**src/sv/rtlfc_pkg.sv**
```systemverilog
// Package for the region table lookup and fault check block.
// Holds the shared types, operation and status codes and default sizes.
// No dependencies.
package rtlfc_pkg;

    // Default table depth.
    localparam int MAX_REGIONS_DEF = 32;

    // Field widths.
    localparam int ADDR_W   = 32;
    localparam int FLAGS_W  = 3;
    localparam int STATUS_W = 3;
    localparam int USED_W   = 6;

    // Operation codes.
    localparam logic [1:0] OP_CLEAR  = 2'd0;
    localparam logic [1:0] OP_INSERT = 2'd1;
    localparam logic [1:0] OP_LOOKUP = 2'd2;
    localparam logic [1:0] OP_FAULT  = 2'd3;

    // Status codes.
    localparam logic [STATUS_W-1:0] ST_OK      = 3'd0;
    localparam logic [STATUS_W-1:0] ST_DENIED  = 3'd1;
    localparam logic [STATUS_W-1:0] ST_EMPTY   = 3'd2;
    localparam logic [STATUS_W-1:0] ST_OVERLAP = 3'd3;
    localparam logic [STATUS_W-1:0] ST_FULL    = 3'd4;

    // Flag bits and access codes.
    localparam int FL_READ_BIT  = 0;
    localparam int FL_WRITE_BIT = 1;
    localparam int FL_EXEC_BIT  = 2;
    localparam logic [1:0] ACC_READ_ABSENT   = 2'd0;
    localparam logic [1:0] ACC_PRESENT_RD    = 2'd1;
    localparam logic [1:0] ACC_WRITE_ABSENT  = 2'd2;
    localparam logic [1:0] ACC_WRITE_PRESENT = 2'd3;

    // One stored region.
    typedef struct packed {
        logic [ADDR_W-1:0]  rstart;
        logic [ADDR_W-1:0]  rend;
        logic [FLAGS_W-1:0] rflags;
    } entry_t;

    // Command broadcast to every cell.
    typedef struct packed {
        logic [ADDR_W-1:0]  addr;
        logic [ADDR_W-1:0]  rstart;
        logic [ADDR_W-1:0]  rend;
        logic [FLAGS_W-1:0] rflags;
        logic               commit;
    } cell_cmd_t;

    // Compare results of one cell.
    typedef struct packed {
        logic le;
        logic match;
        logic ovl;
    } cell_stat_t;

    // Sequencer states.
    typedef enum logic [1:0] {
        ST_IDLE = 2'b01,
        ST_EXEC = 2'b10
    } state_t;

endpackage

```
**src/sv/rtlfc_cell.sv**
```systemverilog
// One cell of the sorted region chain: holds one region and its compares.
// Depends on rtlfc_pkg.
module rtlfc_cell (
    input  logic                   aclk,
    input  rtlfc_pkg::cell_cmd_t   cmd,
    input  logic                   cell_valid,
    input  rtlfc_pkg::entry_t      left_entry,
    input  logic                   left_le,
    input  logic                   left_match,
    input  logic                   right_le,
    output rtlfc_pkg::entry_t      entry,
    output rtlfc_pkg::entry_t      sel_entry,
    output rtlfc_pkg::cell_stat_t  stat
);

    rtlfc_pkg::entry_t entry_reg;
    rtlfc_pkg::entry_t new_entry;
    logic              le;
    logic              match;
    logic              first;

    assign new_entry = '{rstart: cmd.rstart, rend: cmd.rend, rflags: cmd.rflags};

    // Local compares; valid cells form a prefix, so le is a thermometer code and match is one contiguous run.
    assign le    = cell_valid && (entry_reg.rstart <= cmd.rstart);
    assign match = cell_valid && (entry_reg.rend > cmd.addr);
    assign first = match && !left_match;

    // Overlap with the left neighbor of the slot or with the entry now in the slot.
    assign stat.le    = le;
    assign stat.match = match;
    assign stat.ovl   = (le && !right_le && (entry_reg.rend > cmd.rstart)) ||
                        (!le && left_le && cell_valid && (cmd.rend > entry_reg.rstart));

    assign entry     = entry_reg;
    assign sel_entry = first ? entry_reg : '0;

    // On insert, the slot cell loads the new region and the cells after it shift right.
    always_ff @(posedge aclk) begin
        if (cmd.commit && !le) begin
            if (left_le) begin
                entry_reg <= new_entry;
            end else begin
                entry_reg <= left_entry;
            end
        end
    end

endmodule
```
**config.mk**
```make
export PLATFORM = sky130hd
export DESIGN_NAME = rtlfc_cell
export DESIGN_NICKNAME = d
export VERILOG_FILES = /design/src/sv/rtlfc_pkg.sv /design/src/sv/rtlfc_cell.sv
export SDC_FILE = /design/constraint.sdc
export NUM_CORES = 1
export LEC_CHECK = 0
export BUFFER_PORTS_ARGS = -buffer_cell sky130_fd_sc_hd__buf_2
export CAP_MARGIN = 40
export CORE_MARGIN = 2
export CORE_UTILIZATION = 34
export CTS_CLUSTER_SIZE = 25
export DETAILED_ROUTE_END_ITERATION = 8
export PLACE_DENSITY_LB_ADDON = 0.12
export SLEW_MARGIN = 0
export SYNTH_ARGS = -nofsm -noshare
export SYNTH_HDL_FRONTEND = slang
export SYNTH_SLANG_ARGS = --single-unit
```
**constraint.sdc**
```tcl
create_clock -name aclk -period 9.65 [get_ports aclk]
set_input_delay 1.93 -clock aclk [delete_from_list [all_inputs] [get_ports aclk]]
set_output_delay 1.93 -clock aclk [all_outputs]
set_load 0.05 [all_outputs]
```
==> run metrics <==
status finished clean; design area 8950 um^2; largest net degree at the start of global routing 69; Max Clock Freq 0.151 GHz; CP Launch Type input port; Congestion Overflow GR 0; Nets 1295; Req. time, crit path 7.72 ns; Die Span X 146 um; Compound-Gate Fraction of Synth Area 17.0%; residual DRC count 0; Inserted Clock Buffers 9; CTS max path bufs 2; Final period util 68.6%; actual slew at the worst max-slew pin 0.913 ns; Crit Path Class in2out; Worst IR Drop VDD 0.0000779 V; R2R depth 7; Port Buffers 308; postcts setup bufs 0; H-tree depth 3; post-synthesis register bit count 67; Worst R2R Setup Slack 6.29 ns; # IOs 309; reg2reg end entry[9]$_DFFE_PP_; worst-path fanout max 52; Relative slew margins 39.1%; largest family of logic cells by synthesized area adder cells; hold path endpoint entry[66]$_DFFE_PP_; Synth Area in Adders 23.5%; Pleak 4.49 nW; Iteration-0 DRC Markers 173; Hold WS 1.65 ns; RSZ-0062 raised after global routing no; CP Capture Type output port; Power Dens Cells 128 nW/um^2; mux share of post-synthesis cell area 11.2%; max-slew violations 0; share of synthesized area occupied by flip-flops and latches 29.5%; initial antenna violation count 2; Initial Util 34.9%; Post-CTS Hold Buffers 0; post-route minimum period 6.62 ns; hpwl dp 18900 um; yosys warns 0; WL/cell 18.2 um; vias 6215; Setup TNS Final 0 ns; CTS resizes 0; HP Start entry[62]$_DFFE_PP_; row count 51; Reg-to-Reg Start entry[49]$_DFFE_PP_; core area 19600 um^2; WL final 23000 um; vias in the first global route 6312; share of post-route cells with drive strength above 1 41.9%; Hold Crit Class reg2reg; die area 21200 um^2; router iterations before antenna repair 4; # clock sinks 67; first-pass GRT wire length 35600 um; Area after DPL 8640 um^2; hold depth 5; syn nets 999; final setup fails 0; skew final 0.00813 ns; Max-Cap Viols 0; post-route ant nets 0; Fin. Hold Viols 0; Root Buffer clkbuf_16; WP data arrival 4.69 ns; max reg flops 67; GRT Total Usage 21.5%; Post-Synth Simple-Gate Area 10.8%; gpl congestion 0.842; Post-Syn Area 6830 um^2; XOR/XNOR Fraction of Synth Area 0%; Clock Latency Late Sink 0.34 ns; syn avg cell area 9.77 um^2; DIE HEIGHT 146 um; Worst-path clk slew 0.06 ns; P&R area growth vs syn 31.1%; Cells after Synth 699; via/cell ratio 4.91; count of cell types in the netlist 43; CTS tree built
[cell usage after synthesis, drive strengths merged]
cell type,n,share of area [%]
clkbuf,15,0.82
mux2,67,11
a211oi,34,3.7
o31a,1,0.13
nand4,28,2.6
nor2b,5,0.46
a21o,16,1.8
mux2i,1,0.15
a2bb2oi,1,0.13
nor2,10,0.55
a21boi,5,0.55
o21a,3,0.33
ha,128,23
buf,16,1.9
o21ai,14,1.0
a22oi,1,0.11
a221o,3,0.44
or4b,1,0.15
nor4,6,0.55
a221oi,2,0.26
inv,97,5.3
a21oi,83,7.2
or4,1,0.11
and2,2,0.18
nor3,4,0.29
edfxtp,67,29
and4,1,0.13
nand2,25,1.4
a31oi,3,0.27
a2111oi,1,0.13
o2bb2ai,1,0.13
o31ai,2,0.42
or3,3,0.27
nand3,11,0.81
nand2b,35,3.2
o211ai,4,0.44
and3,2,0.20
[how the worst max path moves through the flow]
stage	startpoint	to	slack (ns)	depth (start not counted)
2_1_floorplan	cmd[37]	entry[0]$_DFFE_PP_	1.17	8
3_3_place_gp	cmd[99]	sel_entry[66]	2.98	11
3_5_place_dp	cmd[99]	sel_entry[66]	2.98	12
4_1_cts	cmd[99]	sel_entry[66]	2.97	12
5_1_grt	cmd[99]	sel_entry[66]	2.84	12
6_report	cmd[99]	sel_entry[66]	3.03	12
[area by class of cell]
class / instances / area, um^2
fill: 2009 / 10600
multi-input combinational: 504 / 4280
sequential: 67 / 2010
timing repair buffer: 316 / 1650
inverter: 97 / 364
tap: 265 / 332
clock buffer: 11 / 233
clock inverter: 5 / 77.6
antenna: 1 / 2.50
[power by group]
group	internal [mW]	switching, mW	leakage [nW]	total [mW]
clock	0.226	0.128	0.151	0.354
sequential	0.352	0.0253	0.640	0.377
combinational	0.141	0.269	3.70	0.410
total	0.718	0.423	4.49	1.14
[cell usage in the layout, fill, tap and decap left out, types with 2 or more instances in the layout]
cell type | synthesis | final
mux2_2 | 67 | 67
a221oi_1 | 2 | 2
nand2b_1 | 35 | 35
a31oi_1 | 3 | 3
nor2_1 | 10 | 10
clkbuf_1 | 15 | 2
a221o_1 | 3 | 3
o211ai_1 | 4 | 4
nand4_1 | 28 | 28
nor2b_1 | 5 | 5
edfxtp_1 | 67 | 67
o21a_1 | 3 | 3
ha_1 | 128 | 128
a21oi_2 | 20 | 20
inv_1 | 97 | 97
a21o_1 | 16 | 16
clkbuf_16 | 0 | 9
buf_2 | 5 | 307
or3_1 | 3 | 3
buf_16 | 0 | 2
a211oi_1 | 34 | 34
and2_1 | 2 | 2
nor3_1 | 4 | 4
nand3_1 | 11 | 11
a21oi_1 | 63 | 63
nor4_1 | 6 | 6
buf_4 | 4 | 6
nand2_1 | 25 | 25
bufinv_16 | 0 | 2
o21ai_0 | 14 | 14
a21boi_0 | 5 | 4
[kinds of logic (layout without fill, tap and decap cells)]
group,Yosys count,after routing
adder cells (fa/ha/maj),128,128
multiplexers,68,68
buffers and inverters,128,429
flip-flops,67,67
AO/OA/AOI/OAI,174,174
other,0,1
AND/OR/NAND/NOR,134,134
[per-stage QoR]
step / power, mW / std cells / util, % / setup WS [ns]
3_3_place_gp: 0.793 / 1246 / 43.8 / 2.98
2_1_floorplan: 0.665 / 699 / - / 1.17
4_1_cts: 1.15 / 1265 / 45.7 / 2.97
5_1_grt: 1.21 / 1266 / 45.7 / 2.84
6_report: 1.14 / 1266 / 45.7 / 3.03
3_5_place_dp: 0.796 / 1249 / 44.1 / 2.98
[critical path, stage by stage]
cell	delay [ns]
buf_2	0.07
inv_1	0.03
ha_1	0.28
nand4_1	0.18
or3_1	0.43
nor2_1	0.26
and3_2	0.26
o31ai_4	0.06
buf_4	0.23
buf_16	0.22
a211oi_1	0.37
buf_2	0.33
[layer usage]
metal	part of all wire [%]	wire (um)	up-vias	track usage (%)
met2	48	11000	190	36.7
li1	-	-	3181	-
met3	5.0	1160	18	3.51
met5	0	0	-	0
met1	46	10500	2826	28.1
met4	1.4	317	0	6.18
Note: power is estimated with default switching activity, not from simulation.
